`config.mk`:
```
export PLATFORM = sky130hd
export DESIGN_NAME = unsigned_number_parser_saturating_top_flat
export DESIGN_NICKNAME = d
export VERILOG_FILES = /design/src/hdl/unp_pkg.sv /design/src/hdl/unp_in_if.sv /design/src/hdl/unp_out_if.sv /design/src/hdl/unp_core.sv /design/src/hdl/unp_out_buf.sv /design/src/hdl/unsigned_number_parser_saturating_top.sv /design/src/flat_wrapper.sv
export SDC_FILE = /design/constraint.sdc
export NUM_CORES = 1
export LEC_CHECK = 0
export ABC_AREA = 1
export BUFFER_PORTS_ARGS = -buffer_cell sky130_fd_sc_hd__buf_2
export CAP_MARGIN = 20
export CORE_MARGIN = 5
export CORE_UTILIZATION = 25
export CTS_BUF_LIST = sky130_fd_sc_hd__clkbuf_16
export DETAILED_ROUTE_END_ITERATION = 6
export GPL_TIMING_DRIVEN = 0
export PLACE_DENSITY = 0.42
export SYNTH_ARGS = -nofsm -noshare
export SYNTH_HDL_FRONTEND = slang
export SYNTH_SLANG_ARGS = --single-unit
```
`constraint.sdc`:
```
create_clock -name clk_i -period 18.8 [get_ports clk_i]
set_clock_uncertainty 0.1 [all_clocks]
set_input_delay 0.94 -clock clk_i [delete_from_list [all_inputs] [get_ports clk_i]]
set_output_delay 0.94 -clock clk_i [all_outputs]
set_load 0.1 [all_outputs]
```
`src/hdl/unp_pkg.sv`:
```
// ----------------------------------------------------------------------------
// unp_pkg
// Shared widths, constants, result type, digit decode and end clamp for the
// unsigned number parser.
// ----------------------------------------------------------------------------
package unp_pkg;

  // Field widths
  localparam int unsigned ValueBits  = 64;
  localparam int unsigned BaseBits   = 6;
  localparam int unsigned CharBits   = 8;
  localparam int unsigned DigitBits  = 6;
  localparam int unsigned EndBits    = 16;
  localparam int unsigned OffsetBits = 16;
  localparam int unsigned ProdBits   = ValueBits + BaseBits;

  // Radix constants
  localparam logic [BaseBits-1:0] BaseReset = BaseBits'(10);
  localparam logic [BaseBits-1:0] BaseAuto  = BaseBits'(0);
  localparam logic [BaseBits-1:0] BaseMin   = BaseBits'(2);
  localparam logic [BaseBits-1:0] BaseMax   = BaseBits'(36);
  localparam logic [BaseBits-1:0] BaseOct   = BaseBits'(8);
  localparam logic [BaseBits-1:0] BaseDec   = BaseBits'(10);
  localparam logic [BaseBits-1:0] BaseHex   = BaseBits'(16);

  // Character codes
  localparam logic [CharBits-1:0] ChSpace = 8'h20;
  localparam logic [CharBits-1:0] ChTab   = 8'h09;
  localparam logic [CharBits-1:0] ChZero  = 8'h30;
  localparam logic [CharBits-1:0] ChNine  = 8'h39;
  localparam logic [CharBits-1:0] ChLowA  = 8'h61;
  localparam logic [CharBits-1:0] ChLowZ  = 8'h7a;
  localparam logic [CharBits-1:0] ChUpA   = 8'h41;
  localparam logic [CharBits-1:0] ChUpZ   = 8'h5a;
  localparam logic [CharBits-1:0] ChLowX  = 8'h78;
  localparam logic [CharBits-1:0] ChUpX   = 8'h58;

  localparam logic [DigitBits-1:0] NotDigit = '1;
  localparam logic [EndBits-1:0]   EndMax   = '1;

  // One result item
  typedef struct packed {
    logic [ValueBits-1:0] parsed_value;
    logic                 overflow_flag;
    logic                 converted_flag;
    logic [EndBits-1:0]   end_offset;
  } result_t;

  // Decode an ASCII byte into its digit value, or NotDigit
  function automatic logic [DigitBits-1:0] digit_value(input logic [CharBits-1:0] c);
    logic [CharBits-1:0] d;
    d = CharBits'(NotDigit);
    if (c inside {[ChZero:ChNine]}) begin
      d = c - ChZero;
    end else if (c inside {[ChLowA:ChLowZ]}) begin
      d = c - ChLowA + CharBits'(10);
    end else if (c inside {[ChUpA:ChUpZ]}) begin
      d = c - ChUpA + CharBits'(10);
    end else begin
      d = CharBits'(NotDigit);
    end
    return d[DigitBits-1:0];
  endfunction

  // Clamp a byte position to the end offset field
  function automatic logic [EndBits-1:0] sat_end(input logic [OffsetBits-1:0] p);
    if (33'(p) > 33'(EndMax)) begin
      return EndMax;
    end
    return EndBits'(p);
  endfunction

endpackage

```
`src/hdl/unp_in_if.sv`:
```
// ----------------------------------------------------------------------------
// unp_in_if
// Input byte channel: valid/ready handshake with one string byte per item.
// ----------------------------------------------------------------------------
interface unp_in_if;
  logic                          valid;
  logic                          ready;
  logic [unp_pkg::CharBits-1:0]  char_byte;
  logic                          string_start;

  modport source (output valid, output char_byte, output string_start, input ready);
  modport sink   (input valid, input char_byte, input string_start, output ready);
endinterface

```
`src/hdl/unp_out_if.sv`:
```
// ----------------------------------------------------------------------------
// unp_out_if
// Result channel: valid/ready handshake with one parsed number per item.
// ----------------------------------------------------------------------------
interface unp_out_if;
  logic                          valid;
  logic                          ready;
  logic [unp_pkg::ValueBits-1:0] parsed_value;
  logic                          overflow_flag;
  logic                          converted_flag;
  logic [unp_pkg::EndBits-1:0]   end_offset;

  modport source (output valid, output parsed_value, output overflow_flag,
                  output converted_flag, output end_offset, input ready);
  modport sink   (input valid, input parsed_value, input overflow_flag,
                  input converted_flag, input end_offset, output ready);
endinterface

```
`src/hdl/unp_core.sv`:
```
// ----------------------------------------------------------------------------
// unp_core
// Parse state and per-byte update: blank skip, prefix detection, digit
// multiply-accumulate with saturation, and result formation.
// ----------------------------------------------------------------------------
module unp_core (
  input  logic                            clk_i,
  input  logic                            rst_ni,
  input  logic                            cfg_we_i,
  input  logic [unp_pkg::BaseBits-1:0]    cfg_wdata_i,
  input  logic                            item_acc_i,
  input  logic [unp_pkg::CharBits-1:0]    char_byte_i,
  input  logic                            string_start_i,
  output logic                            res_valid_o,
  output unp_pkg::result_t                res_o
);

  typedef enum logic [2:0] {
    PhDone,
    PhSkip,
    PhZero,
    PhHexFirst,
    PhDigits
  } phase_e;

  typedef enum logic [1:0] {
    StNone,
    StOk,
    StOvf
  } status_e;

  logic [unp_pkg::BaseBits-1:0]   number_base_q;
  phase_e                         phase_q, phase_d;
  logic [unp_pkg::BaseBits-1:0]   base_q, base_d;
  logic [unp_pkg::ValueBits-1:0]  acc_q, acc_d;
  status_e                        status_q, status_d;
  logic [unp_pkg::OffsetBits-1:0] pos_q, pos_d;

  logic [unp_pkg::DigitBits-1:0]  dig;
  logic [unp_pkg::ProdBits-1:0]   prod;
  logic                           is_blank;
  logic                           is_x;
  logic                           do_digit;
  logic                           digit_ok;
  logic                           emit_hex;
  logic                           emit;
  logic [unp_pkg::OffsetBits-1:0] end_pos;

  // Advance a position, holding at its maximum
  function automatic logic [unp_pkg::OffsetBits-1:0] adv(
    input logic [unp_pkg::OffsetBits-1:0] p
  );
    if (p == '1) begin
      return p;
    end
    return p + 1'b1;
  endfunction

  assign dig      = unp_pkg::digit_value(char_byte_i);
  assign is_blank = (char_byte_i == unp_pkg::ChSpace) || (char_byte_i == unp_pkg::ChTab);
  assign is_x     = (char_byte_i == unp_pkg::ChLowX) || (char_byte_i == unp_pkg::ChUpX);

  // Next parse state for the byte on the input
  always_comb begin
    phase_d  = phase_q;
    base_d   = base_q;
    acc_d    = acc_q;
    status_d = status_q;
    pos_d    = pos_q;
    do_digit = 1'b0;
    emit_hex = 1'b0;

    // Restart on a start byte
    if (string_start_i) begin
      phase_d  = PhSkip;
      base_d   = number_base_q;
      acc_d    = '0;
      status_d = StNone;
      pos_d    = '0;
    end

    case (phase_d)
      PhSkip: begin
        if (is_blank) begin
          pos_d = adv(pos_d);
        end else if (char_byte_i == unp_pkg::ChZero &&
                     (base_d == unp_pkg::BaseAuto || base_d == unp_pkg::BaseHex)) begin
          phase_d = PhZero;
          pos_d   = adv(pos_d);
        end else begin
          if (base_d == unp_pkg::BaseAuto) begin
            base_d = unp_pkg::BaseDec;
          end
          phase_d  = PhDigits;
          do_digit = 1'b1;
        end
      end
      PhZero: begin
        // The leading zero counts as a digit
        status_d = StOk;
        if (is_x) begin
          base_d  = unp_pkg::BaseHex;
          phase_d = PhHexFirst;
          pos_d   = adv(pos_d);
        end else begin
          if (base_d == unp_pkg::BaseAuto) begin
            base_d = unp_pkg::BaseOct;
          end
          phase_d  = PhDigits;
          do_digit = 1'b1;
        end
      end
      PhHexFirst: begin
        if (dig < unp_pkg::BaseHex) begin
          phase_d  = PhDigits;
          do_digit = 1'b1;
        end else begin
          emit_hex = 1'b1;
        end
      end
      PhDigits: begin
        do_digit = 1'b1;
      end
      default: begin
      end
    endcase

    // Multiply-accumulate one digit; the top bits flag overflow
    prod     = unp_pkg::ProdBits'(acc_d) * unp_pkg::ProdBits'(base_d) +
               unp_pkg::ProdBits'(dig);
    digit_ok = do_digit && (base_d >= unp_pkg::BaseMin) &&
               (base_d <= unp_pkg::BaseMax) && (dig < base_d);
    if (digit_ok) begin
      if (status_d == StOvf ||
          prod[unp_pkg::ProdBits-1:unp_pkg::ValueBits] != '0) begin
        status_d = StOvf;
      end else begin
        acc_d    = prod[unp_pkg::ValueBits-1:0];
        status_d = StOk;
      end
      pos_d = adv(pos_d);
    end

    // Terminate: a bare hex prefix ends at the x
    emit = (do_digit && !digit_ok) || emit_hex;
    if (emit_hex && pos_d != '1) begin
      end_pos = pos_d - 1'b1;
    end else begin
      end_pos = pos_d;
    end
    if (emit) begin
      phase_d = PhDone;
    end
  end

  // Form the result item
  always_comb begin
    res_o.parsed_value   = (status_d == StOvf) ? '1 : acc_d;
    res_o.overflow_flag  = (status_d == StOvf);
    res_o.converted_flag = (status_d != StNone);
    res_o.end_offset     = (status_d != StNone) ? unp_pkg::sat_end(end_pos) : '0;
  end

  assign res_valid_o = item_acc_i && emit;

  // Hold configuration and parse state
  always_ff @(posedge clk_i or negedge rst_ni) begin
    if (!rst_ni) begin
      number_base_q <= unp_pkg::BaseReset;
      phase_q       <= PhDone;
      base_q        <= '0;
      acc_q         <= '0;
      status_q      <= StNone;
      pos_q         <= '0;
    end else begin
      if (cfg_we_i) begin
        number_base_q <= cfg_wdata_i;
      end
      if (item_acc_i) begin
        phase_q  <= phase_d;
        base_q   <= base_d;
        acc_q    <= acc_d;
        status_q <= status_d;
        pos_q    <= pos_d;
      end
    end
  end

endmodule

```
`src/hdl/unp_out_buf.sv`:
```
// ----------------------------------------------------------------------------
// unp_out_buf
// Two-entry result buffer: an output register plus a skid register, so the
// input side keeps moving while a result waits downstream.
// ----------------------------------------------------------------------------
module unp_out_buf (
  input  logic             clk_i,
  input  logic             rst_ni,
  input  logic             push_i,
  input  unp_pkg::result_t push_data_i,
  output logic             in_ready_o,
  unp_out_if.source        out_o
);

  logic             head_valid_q, head_valid_d;
  logic             skid_valid_q, skid_valid_d;
  unp_pkg::result_t head_q, head_d;
  unp_pkg::result_t skid_q, skid_d;
  logic             pop;

  assign pop        = head_valid_q && out_o.ready;
  assign in_ready_o = !skid_valid_q;

  // Move items between skid and head
  always_comb begin
    head_valid_d = head_valid_q;
    skid_valid_d = skid_valid_q;
    head_d       = head_q;
    skid_d       = skid_q;
    if (skid_valid_q) begin
      if (pop) begin
        head_d       = skid_q;
        skid_valid_d = 1'b0;
      end
    end else if (push_i) begin
      if (!head_valid_q || pop) begin
        head_d       = push_data_i;
        head_valid_d = 1'b1;
      end else begin
        skid_d       = push_data_i;
        skid_valid_d = 1'b1;
      end
    end else if (pop) begin
      head_valid_d = 1'b0;
    end
  end

  // Hold valid flags
  always_ff @(posedge clk_i or negedge rst_ni) begin
    if (!rst_ni) begin
      head_valid_q <= 1'b0;
      skid_valid_q <= 1'b0;
    end else begin
      head_valid_q <= head_valid_d;
      skid_valid_q <= skid_valid_d;
    end
  end

  // Hold payload
  always_ff @(posedge clk_i) begin
    head_q <= head_d;
    skid_q <= skid_d;
  end

  assign out_o.valid          = head_valid_q;
  assign out_o.parsed_value   = head_q.parsed_value;
  assign out_o.overflow_flag  = head_q.overflow_flag;
  assign out_o.converted_flag = head_q.converted_flag;
  assign out_o.end_offset     = head_q.end_offset;

endmodule

```
`src/hdl/unsigned_number_parser_saturating_top.sv`:
```
// ----------------------------------------------------------------------------
// unsigned_number_parser_saturating_top
// Streaming ASCII to unsigned 64-bit integer converter with saturation.
// ----------------------------------------------------------------------------
// Takes one string byte per item and accepts a new byte every cycle while
// input ready is high. Each byte is parsed combinationally: one 64x6
// multiply-add with an overflow check on its top bits updates the
// accumulator. A string's result is pushed into a two-entry output buffer
// when its terminating byte is accepted; input ready drops only when that
// buffer is full because the output side is stalled. The radix register is
// sampled on each start byte, so a write takes effect with the next string.
// ----------------------------------------------------------------------------
module unsigned_number_parser_saturating_top (
  input  logic                         clk_i,
  input  logic                         rst_ni,
  input  logic                         cfg_we_i,
  input  logic [unp_pkg::BaseBits-1:0] cfg_wdata_i,
  unp_in_if.sink                       in_i,
  unp_out_if.source                    out_o
);

  logic             item_acc;
  logic             buf_ready;
  logic             res_valid;
  unp_pkg::result_t res;

  assign in_i.ready = buf_ready;
  assign item_acc   = in_i.valid && buf_ready;

  // Parse state and digit datapath
  unp_core u_core (
    .clk_i          (clk_i),
    .rst_ni         (rst_ni),
    .cfg_we_i       (cfg_we_i),
    .cfg_wdata_i    (cfg_wdata_i),
    .item_acc_i     (item_acc),
    .char_byte_i    (in_i.char_byte),
    .string_start_i (in_i.string_start),
    .res_valid_o    (res_valid),
    .res_o          (res)
  );

  // Result buffer
  unp_out_buf u_out_buf (
    .clk_i       (clk_i),
    .rst_ni      (rst_ni),
    .push_i      (res_valid),
    .push_data_i (res),
    .in_ready_o  (buf_ready),
    .out_o       (out_o)
  );

`ifndef SYNTHESIS
  // Overflow results saturate and count as converted
  assert property (@(posedge clk_i) disable iff (!rst_ni)
    (out_o.valid && out_o.overflow_flag) |->
      (out_o.parsed_value == '1 && out_o.converted_flag))
    else $error("overflow result not saturated");

  // Nothing converted means zero value and zero offset
  assert property (@(posedge clk_i) disable iff (!rst_ni)
    (out_o.valid && !out_o.converted_flag) |->
      (out_o.parsed_value == '0 && out_o.end_offset == '0 && !out_o.overflow_flag))
    else $error("empty conversion result not cleared");

  // Input backpressure only follows a stalled output
  assert property (@(posedge clk_i) disable iff (!rst_ni)
    $fell(in_i.ready) |-> $past(out_o.valid && !out_o.ready))
    else $error("input stalled without output backpressure");
`endif

endmodule

```
`src/flat_wrapper.sv`:
```
// flat-port wrapper written by rule: the top's interface ports become plain ports
module unsigned_number_parser_saturating_top_flat 
  (clk_i, rst_ni, cfg_we_i, cfg_wdata_i, in_i_valid, in_i_char_byte, in_i_string_start, in_i_ready, out_o_valid, out_o_parsed_value, out_o_overflow_flag, out_o_converted_flag, out_o_end_offset, out_o_ready);
  unp_in_if in_i_i ();
  unp_out_if out_o_i ();
  input  logic clk_i;
  input  logic rst_ni;
  input  logic cfg_we_i;
  input  logic [unp_pkg::BaseBits-1:0] cfg_wdata_i;
  input wire logic [$bits(in_i_i.valid)-1:0] in_i_valid;
  input wire logic [$bits(in_i_i.char_byte)-1:0] in_i_char_byte;
  input wire logic [$bits(in_i_i.string_start)-1:0] in_i_string_start;
  output wire logic [$bits(in_i_i.ready)-1:0] in_i_ready;
  output wire logic [$bits(out_o_i.valid)-1:0] out_o_valid;
  output wire logic [$bits(out_o_i.parsed_value)-1:0] out_o_parsed_value;
  output wire logic [$bits(out_o_i.overflow_flag)-1:0] out_o_overflow_flag;
  output wire logic [$bits(out_o_i.converted_flag)-1:0] out_o_converted_flag;
  output wire logic [$bits(out_o_i.end_offset)-1:0] out_o_end_offset;
  input wire logic [$bits(out_o_i.ready)-1:0] out_o_ready;
  assign in_i_i.valid = in_i_valid;
  assign in_i_i.char_byte = in_i_char_byte;
  assign in_i_i.string_start = in_i_string_start;
  assign in_i_ready = in_i_i.ready;
  assign out_o_valid = out_o_i.valid;
  assign out_o_parsed_value = out_o_i.parsed_value;
  assign out_o_overflow_flag = out_o_i.overflow_flag;
  assign out_o_converted_flag = out_o_i.converted_flag;
  assign out_o_end_offset = out_o_i.end_offset;
  assign out_o_i.ready = out_o_ready;
  unsigned_number_parser_saturating_top u_core (.clk_i(clk_i), .rst_ni(rst_ni), .cfg_we_i(cfg_we_i), .cfg_wdata_i(cfg_wdata_i), .in_i(in_i_i), .out_o(out_o_i));
endmodule
```
== Word level (Yosys, flattened, before mapping) ==
Index checks and enable logic that the tools add are counted.
Storage, ports and cells
  word-level logic and storage cells: 152
  output and inout port bits: 84
  bits in registers: 263
  input port bits: 20
Cells by class
  eq/ne operators: 17
  magnitude comparators: 10
  muxes and demuxes: 67
  multipliers: 1
  add/sub/neg operators: 9
  reductions and logical operators: 30
  bitwise operators: 2
Operators with widths (count)
  82-bit 2-to-1 mux: 4
  64-bit 2-to-1 mux: 4
  16-bit 2-to-1 mux: 13
  70-bit by 6-bit adder with 70-bit output: 1
  64-bit by 6-bit multiplier with 70-bit output: 1
  6-bit 2-to-1 mux: 9
  16-bit by 1-bit adder with 16-bit output (second input constant): 2
  16-bit equality test (second input constant): 2
  16-bit case mux with 2 select lines: 1
  1-bit 2-to-1 mux: 23
  3-bit 2-to-1 mux: 6
  8-bit by 6-bit equality test with 1-bit output (second input constant): 2
  8-bit by 7-bit equality test with 1-bit output (second input constant): 2
  8-bit by 7-bit >= comparator with 1-bit output (second input constant): 2
  8-bit by 7-bit <= comparator with 1-bit output (second input constant): 2
  16-bit != test (second input constant): 1
  16-bit by 1-bit subtractor with 16-bit output (second input constant): 1
  6-bit by 4-bit adder with 6-bit output (second input constant): 2
  1-bit logical AND: 12
  6-bit case mux with 2 select lines: 1
  6-bit subtractor (second input constant): 2
  3-bit case mux with 3 select lines: 1
  3-bit AND reduction: 3
  8-bit by 4-bit equality test with 1-bit output (second input constant): 1
  22 further kinds: 38

== Logic depth before layout (Yosys ltp) ==
Gate-level depths: netlist (run 1).
  depth after elaboration: 23
  gate-level depth with buffers: 46
  depth with buffers taken out: 40

== By module ==
A second synthesis (run 1) with hierarchy kept.
Second synthesis, totals
  cells, all modules: 3460
  area total of the unflattened synthesis: 26685.6 um^2
By module, submodules not included
  unp_core: area each 20613.5 um^2, cells each 3012, times used 1
  unp_out_buf: area each 6064.6 um^2, cells each 446, times used 1
  unsigned_number_parser_saturating_top: area each 7.5 um^2, cells each 2, times used 1

== Worst setup path before layout (run 1) ==
Ideal clock, no wire load.
  kind: in2reg
  from: input port in_i_char_byte[5]
  to: register u_core.u_out_buf.head_q (netlist bit u_core.u_out_buf.out_o.converted_flag) (enable)
  setup slack: 10.724 ns
  library setup time: 0.571 ns
  cell stages on the path: 21
  required time: 18.129 ns
  path buffers: 1
  arrival time: 7.404 ns
  path through: inv_1 > ha_1 > or2_2 > nand2_1 > nor2_1 > nand2_2 > inv_1 > nor2_1 > inv_2 > clkbuf_1 > ha_1 > nand2_1 > o21ai_0 > nor2_1 > nand3_1 > o21ai_0 > nand2_1 > nand2_1 > inv_1 > a21oi_1 > a31oi_1
Between the ends
  longest elaborated chain between the ends: 17
  elaborated cells on any way between the ends: 49
  those cells by class: add/sub: 5; order compare: 10; eq/ne: 5; mux: 14; reduce/logical: 15
RTL lines
  start: declaration: line flat_wrapper.sv:11  | input wire logic [$bits(in_i_i.char_byte)-1:0] in_i_char_byte;
  6-bit by 1-bit subtractor with 6-bit output, or another cell as far along: line unp_pkg.sv:58  | d = c - ChUpA + CharBits'(10);
  6-bit by 4-bit adder with 6-bit output / 1-bit logical AND (equally long branches): line unp_pkg.sv:58, unp_pkg.sv:57
  6-bit 2-to-1 mux: line unp_pkg.sv:57  | end else if (c inside {[ChUpA:ChUpZ]}) begin
  6-bit 2-to-1 mux: line unp_pkg.sv:55  | end else if (c inside {[ChLowA:ChLowZ]}) begin
  6-bit 2-to-1 mux: line unp_pkg.sv:53  | if (c inside {[ChZero:ChNine]}) begin
  6-bit by 5-bit less-than comparator with 1-bit output: line unp_core.sv:114  | if (dig < unp_pkg::BaseHex) begin
  1-bit 2-to-1 mux: line unp_core.sv:114
  1-bit case mux with 4 select lines: line unp_core.sv:82  | case (phase_d)
  1-bit logical AND (2 in series): line unp_core.sv:131  | digit_ok = do_digit && (base_d >= unp_pkg::BaseMin) &&
  1-bit logical AND: line unp_core.sv:132  | (base_d <= unp_pkg::BaseMax) && (dig < base_d);
  1-bit logical NOT: line unp_core.sv:145  | emit = (do_digit && !digit_ok) || emit_hex;
  1-bit logical AND: line unp_core.sv:145
  1-bit logical OR *: line unp_core.sv:145
  1-bit logical AND *: line unp_core.sv:164  | assign res_valid_o = item_acc_i && emit;
  2-bit nonzero test (no source line) *
  3-bit AND reduction (no source line) *
  end signal: assignment: line unp_out_buf.sv:61  | head_q <= head_d;
  end: declaration: line unp_out_buf.sv:17  | unp_pkg::result_t head_q, head_d;
Mark *: on every way between the ends. The rest lies on a longest branch, timed or not.
A chain may end at the register's enable or synchronous reset.

==> results of run 1 <==
==> flip-flops by register name, summed over array words and instances (netlist names) <==
name                                   count
u_core.u_out_buf.out_o.converted_flag      1
u_core.u_core.acc_q                       64
u_core.u_core.base_q                       6
u_core.u_out_buf.out_o.overflow_flag       1
u_core.u_core.pos_q                       16
u_core.u_out_buf.out_o.end_offset         16
u_core.u_out_buf.out_o.valid               1
u_core.u_core.status_q                     2
u_core.u_out_buf.skid_q                   82
u_core.u_out_buf.out_o.parsed_value       64
u_core.u_out_buf.skid_valid_q              1
u_core.u_core.number_base_q                6
u_core.u_core.phase_q                      3
==> power by group <==
group	internal (W)	switching (W)	total [W]
Sequential	0.000617	0.000000577	0.000618
Combinational	0.0000433	0.000136	0.000180
Clock	0.000381	0.000293	0.000674
Total	0.00104	0.000429	0.00147
==> metrics by stage <==
| step | instance area [um2] | setup slack, ns | power [W] | hold WS, ns |
|---|---|---|---|---|
| 4_1_cts | 30400 | 8.48 | 0.00150 | 0.148 |
| 3_3_place_gp | 28900 | 5.45 | 0.000809 | 0.365 |
| 3_5_place_dp | 29200 | 7.84 | 0.000811 | 0.374 |
| 6_report | 30400 | 8.47 | 0.00147 | 0.160 |
| 5_1_grt | 30400 | 7.98 | 0.00154 | 0.160 |
| 2_1_floorplan | 26700 | 10.72 | 0.000737 | 0.349 |
==> synthesized netlist by cell type (all sizes together), types with 2 or more instances <==
cell    number
nand3b       2
nand4       49
buf         38
ha         162
clkinv       2
a21o         4
o21a        13
nor4         5
or2          2
xnor2       28
o21ai      237
dfrtp       97
inv        313
a31oi       24
nand3      149
a21boi       3
edfxtp     164
o211ai       7
nor2       608
fa         252
a221oi       3
xor2        47
dfstp        2
o221ai       2
nand2      957
o21bai      10
nor3        22
clkbuf      81
a21oi      127
==> layout make-up <==
| cell class | count | area (um2) | area share, % |
|---|---|---|---|
| buffer | 119 | 554 | 1.82 |
| timing repair buffer | 116 | 802 | 2.64 |
| sequential | 263 | 7400 | 24.4 |
| clock inverter | 30 | 234 | 0.770 |
| clock buffer | 36 | 901 | 2.96 |
| tap | 1391 | 1740 | 5.73 |
| multi-input combinational | 2718 | 17600 | 57.8 |
| inverter | 315 | 1180 | 3.90 |
==> cells by family (layout without fill, tap and decap cells) <==
logic type,after synthesis,after routing,synth area share [%]
AOI/OAI and AO/OA,432,432,8.68
xor gates and xnor gates,75,75,2.46
adders and majority gates,414,414,26.5
DFF,263,263,27.7
muxes,1,1,0.0422
buffers and inverters,434,616,6.51
and+or+nand+nor,1796,1796,28.1
==> final timing paths <==
| kind | startpoint | endpoint | slack [ns] |
|---|---|---|---|
| max in group asynchronous | rst_ni | u_core.u_core.number_base_q[3] | 17.72 |
| hold reg to reg | u_core.u_core.acc_q[13] | u_core.u_core.acc_q[13] | 0.38 |
| setup / recovery | in_i_char_byte[5] | u_core.u_out_buf.out_o.overflow_flag | 8.47 |
| setup reg to reg | u_core.u_core.phase_q[1] | u_core.u_out_buf.out_o.overflow_flag | 8.87 |
| min in group clk_i | u_core.u_core.acc_q[13] | u_core.u_core.acc_q[13] | 0.38 |
| hold / removal | rst_ni | u_core.u_core.acc_q[46] | 0.16 |
==> per-layer routing <==
layer  vias up  routed length [um]  global-route usage, %
li1      11300                   -                      -
met1     11300               43500                   22.6
met2       444               43000                   27.3
met3        93                3860                   2.01
met4         0                2270                   4.28
met5         -                   0                      0
==> worst max-delay path: cells and delay by family <==
family / cells / cell delay (ns)
and+or+nand+nor: 14 / 2.56
AOI/OAI and AO/OA: 8 / 2.48
adders and majority gates: 6 / 2.37
buffers and inverters: 8 / 2.09
==> impl_metrics.csv, run 1 <==
group,metric,value,unit
worst_setup_path,crit_fanout,10,
clocking,clk_pin_slew,0.06,ns
logic_synthesis,synth_cell_types,51,
layout,final_cells,4988,
timing,fin_crit_sh,55.0,%
logic_synthesis,synth_fp_nets,3849,
routing,drt-initial-drc-count,1383,
floorplanning,core.rowCount,119,
global_route,grt_pass1_wl,144000,um
layout,fin_nets,4003,
worst_setup_path,endpoint_kind,"flip-flop",
worst_setup_path,critPathRequiredTime,18.94,ns
worst_setup_path,start_kind,"primary input",
layout,diodes,0,
worst_setup_path,slowest_stage,"fa_1",
placement,port_buffers,103,
logic_synthesis,synth_seq_area_share,27.7,%
floorplanning,die_area,113000,um2
placement,dp_cells,4922,
timing,worst_pin_slew,1.14,ns
timing,layout_min_cycle_time,10.33,ns
floorplanning,start_util,25.2,%
run_status,status,"finished clean",
logic_synthesis,synthCells,3415,
clocking,post_cts_resize_count,0,
floorplanning,dieHeight,337,um
logic_synthesis,synth_top_area_share,18.9,%
worst_setup_path,reg2reg_depth,34,
logic_synthesis,synth_seq_cells,263,
timing,rsz0062_at_grt,"false",
power,p_leak,15.2,nW
logic_synthesis,yosysTopAreaCell,"fa_1",
routing,viasPerCell,4.64,
logic_synthesis,synth_area_per_cell,7.82,um2
timing,slew_headroom,24.1,%
placement,place_hpwl,75400,um
layout,area_delta_synth_final,13.8,%
timing,clock.fmax,96.8,MHz
placement,gp_congestion,0.875,
clocking,cts_root_buf,"clkbuf_16",
clocking,cts_max_level,2,
timing,setup-tns-final,0,ns
worst_setup_path,path_common_cell,"nor2_1",
routing,wl,92700,um
clocking,cts_made_buffers,36,
routing,drc,0,
clocking,tritoncts,"yes",
worst_setup_path,max_stage_delay,0.54,ns
hold_path,hp-class,"in -> async",
logic_synthesis,synth_flop_cell,"edfxtp_1",
layout,layout_commonest_cell,"nand2_1",
global_route,grt_overflow,0,
layout,final_cell_mix,"905 x nand2_1, 577 x nor2_1, 292 x inv_1",
global_route,antenna_found_initial,4,
logic_synthesis,synth_area_leaders,"fa_1 19%, edfxtp_1 18%, nand2_1 13%",
clocking,cts_setup_buffers,0,
clocking,clock_latency,0.60,ns
floorplanning,core,106000,um2
routing,avgRoutedWirePerCell,18.6,um
clocking,clk_path_buf_depth,3,
floorplanning,io_pins,104,
worst_setup_path,critPathKind,"in -> reg",
routing,vias,23100,
logic_synthesis,synthArstFlopShare,37.6,%
logic_synthesis,synth-edff-count,164,
global_route,grt_max_degree,68,
clocking,numClockSinks,263,
routing,drtPass1Iterations,5,
power,powerDensity,48.4,nW/um2
global_route,grt_pass1_vias,23800,
logic_synthesis,syn_area,26700,um2
floorplanning,fp.dieW,337,um
power,vdd_drop_max,0.0451,mV
global_route,track_usage,16.4,%
timing,setup_viol,0,
layout,drive_gt1_share,9.09,%
layout,fill_cells,11600,
routing,ant_nets,0,
layout,post-route-util,28.7,%
run,max_cap_viol_count,0,
timing,drv_slew,0,
timing,finalHoldViolCount,0,
worst_setup_path,cp.arrival,10.47,ns
logic_synthesis,yosys_warnings,0,
clocking,cts_hold_buffers,0,
Power figures use the tool's default switching activity.
==> run 2: changes to the inputs <==
==> constraint.sdc (replaced) <==
create_clock -name clk_i -period 10.7 [get_ports clk_i]
set_clock_uncertainty 0.1 [all_clocks]
set_input_delay 0.535 -clock clk_i [delete_from_list [all_inputs] [get_ports clk_i]]
set_output_delay 0.535 -clock clk_i [all_outputs]
set_load 0.1 [all_outputs]
==> run 2 against run 1 <==
  * Sequential power up 76%
  * Largest power group unchanged
  * Global-route usage is essentially flat
  * Via count hardly changed
  * Combinational power rose by 76%
  * Worst hold slack worse by 0.11 ns
  * Routed wire length about the same
  * Worst setup slack worse by 7.6 ns
  * First-iteration DRC count rose by 5.3%
  * Count of clock-buffer cells in the layout unchanged
  * Largest cell class unchanged
  * Die area is the same
  * Register-to-register slack worse by 8.0 ns
  * Critical path depth up 2
==> impl_metrics.csv, run 2 (synthesized netlist as in run 1, its figures left out) <==
group,metric,value,unit
worst_setup_path,crit_buf_inv,8,
worst_setup_path,slowest_stage,"fa_1",
timing,rsz0062_at_grt,"false",
floorplanning,die_area,113000,um2
routing,viasPerCell,4.63,
layout,design_area,30400,um2
hold_path,hp-class,"in -> reg",
placement,place_hpwl,75400,um
layout,final_cell_mix,"905 x nand2_1, 577 x nor2_1, 292 x inv_1",
timing,drv_slew,0,
floorplanning,fp.dieW,337,um
clocking,post_cts_resize_count,0,
power,vdd_drop_max,0.0790,mV
worst_setup_path,critPathKind,"in -> reg",
worst_setup_path,path_common_cell,"nand2_1",
layout,final_cells,4992,
clocking,clk_pin_slew,0.06,ns
routing,vias,23100,
clocking,cts_root_buf,"clkbuf_16",
layout,top_register,"u_core.u_out_buf.skid_q",
clocking,tritoncts,"yes",
clocking,clk_path_buf_depth,3,
layout,largest_register_ffs,82,
timing,layout_min_cycle_time,9.85,ns
placement,post_dp_cell_area,29200,um2
clocking,clock_latency,0.60,ns
floorplanning,core,106000,um2
global_route,track_usage,16.4,%
routing,drt-initial-drc-count,1456,
timing,setup-tns-final,0,ns
clocking,numClockSinks,263,
global_route,antenna_found_initial,4,
routing,drc,0,
layout,drive_gt1_share,9.08,%
floorplanning,dieHeight,337,um
power,p_leak,15.2,nW
global_route,grt_overflow,0,
floorplanning,core.rowCount,119,
worst_setup_path,endpoint_kind,"flip-flop",
layout,area_delta_synth_final,14.0,%
timing,slew_headroom,24.0,%
timing,finalHoldViolCount,0,
placement,gp_congestion,0.875,
routing,ant_nets,0,
layout,layout_commonest_cell,"nand2_1",
run_status,status,"finished clean",
routing,wl,92700,um
power,powerDensity,85.0,nW/um2
placement,port_buffers,103,
timing,worst_pin_slew,1.14,ns
worst_setup_path,crit_fanout,10,
clocking,cts_max_level,2,
clocking,cts_made_buffers,36,
worst_setup_path,critPathRequiredTime,10.91,ns
global_route,grt_pass1_wl,144000,um
timing,fin_crit_sh,92.1,%
floorplanning,io_pins,104,
layout,post-route-util,28.8,%
worst_setup_path,cp.arrival,10.06,ns
worst_setup_path,critical-path-top-delay-family,"simple AND/OR/NAND/NOR gates",
timing,setup_viol,0,
routing,drtPass1Iterations,5,
global_route,grt_pass1_vias,23800,
routing,avgRoutedWirePerCell,18.6,um
worst_setup_path,start_kind,"primary input",
placement,dp_cells,4922,
floorplanning,start_util,25.2,%
timing,clock.fmax,102,MHz
global_route,grt_max_degree,68,
layout,fin_nets,4006,
run,max_cap_viol_count,0,
worst_setup_path,max_stage_delay,0.54,ns
## run 2: worst min-delay path, delay by kind of cell
kind            cells  cell delay, ns
simple gates        1            0.04
buf+inv             1            0.07
compound gates      1            0.06
## run 2: final timing paths
kind                                               start                                 endpoint  slack [ns]  cells past startpoint
worst min-delay path                      cfg_wdata_i[1]           u_core.u_core.number_base_q[1]        0.05                      3
max in group asynchronous                         rst_ni                  u_core.u_core.acc_q[12]        9.46                      3
worst max register to register  u_core.u_core.phase_q[1]  u_core.u_out_buf.out_o.parsed_value[62]        0.85                     36
min in group asynchronous                         rst_ni                  u_core.u_core.acc_q[46]        0.32                      2
worst max-delay path                   in_i_char_byte[5]  u_core.u_out_buf.out_o.parsed_value[62]        0.85                     38
worst min register to register   u_core.u_core.acc_q[49]                  u_core.u_core.acc_q[49]        0.38                      2
## run 2: what timing repair did
action | CTS | global route
hold endpoints to repair | 34 | 0
hold buffers | 3 | 0
buffers inserted | 0 | 0
endpoints found under the setup margin | 0 | 0
## run 2: routing by layer
metal | GRT usage (%) | wire (um)
met1 | 22.6 | 43500
met2 | 27.3 | 43000
met3 | 2.01 | 3930
met4 | 4.28 | 2380
met5 | 0 | 0
## run 2: layout make-up
class / instances / area, um2
clock buffer: 36 / 901
sequential: 263 / 7400
fill: 11600 / 75300
clock inverter: 30 / 234
tap: 1391 / 1740
inverter: 315 / 1180
buffer: 119 / 554
timing repair buffer: 119 / 832
multi-input combinational: 2718 / 17600
antenna: 1 / 2.50
## run 2: report_power, final
| group | total, W | internal, W | switching (W) |
|---|---|---|---|
| Combinational | 0.000316 | 0.0000768 | 0.000239 |
| Clock | 0.00118 | 0.000670 | 0.000515 |
| Sequential | 0.00109 | 0.00108 | 0.00000101 |
## run 2: stage by stage
stage                     worst slack [ns]  hold slack, ns  total power, W
after floorplan                       3.03           0.139         0.00129
after global routing                 0.250          0.0515         0.00271
after CTS                            0.716        0.000671         0.00264
after detailed placement             0.140           0.374         0.00143
final                                0.850          0.0485         0.00259
after global placement               -2.25           0.365         0.00142
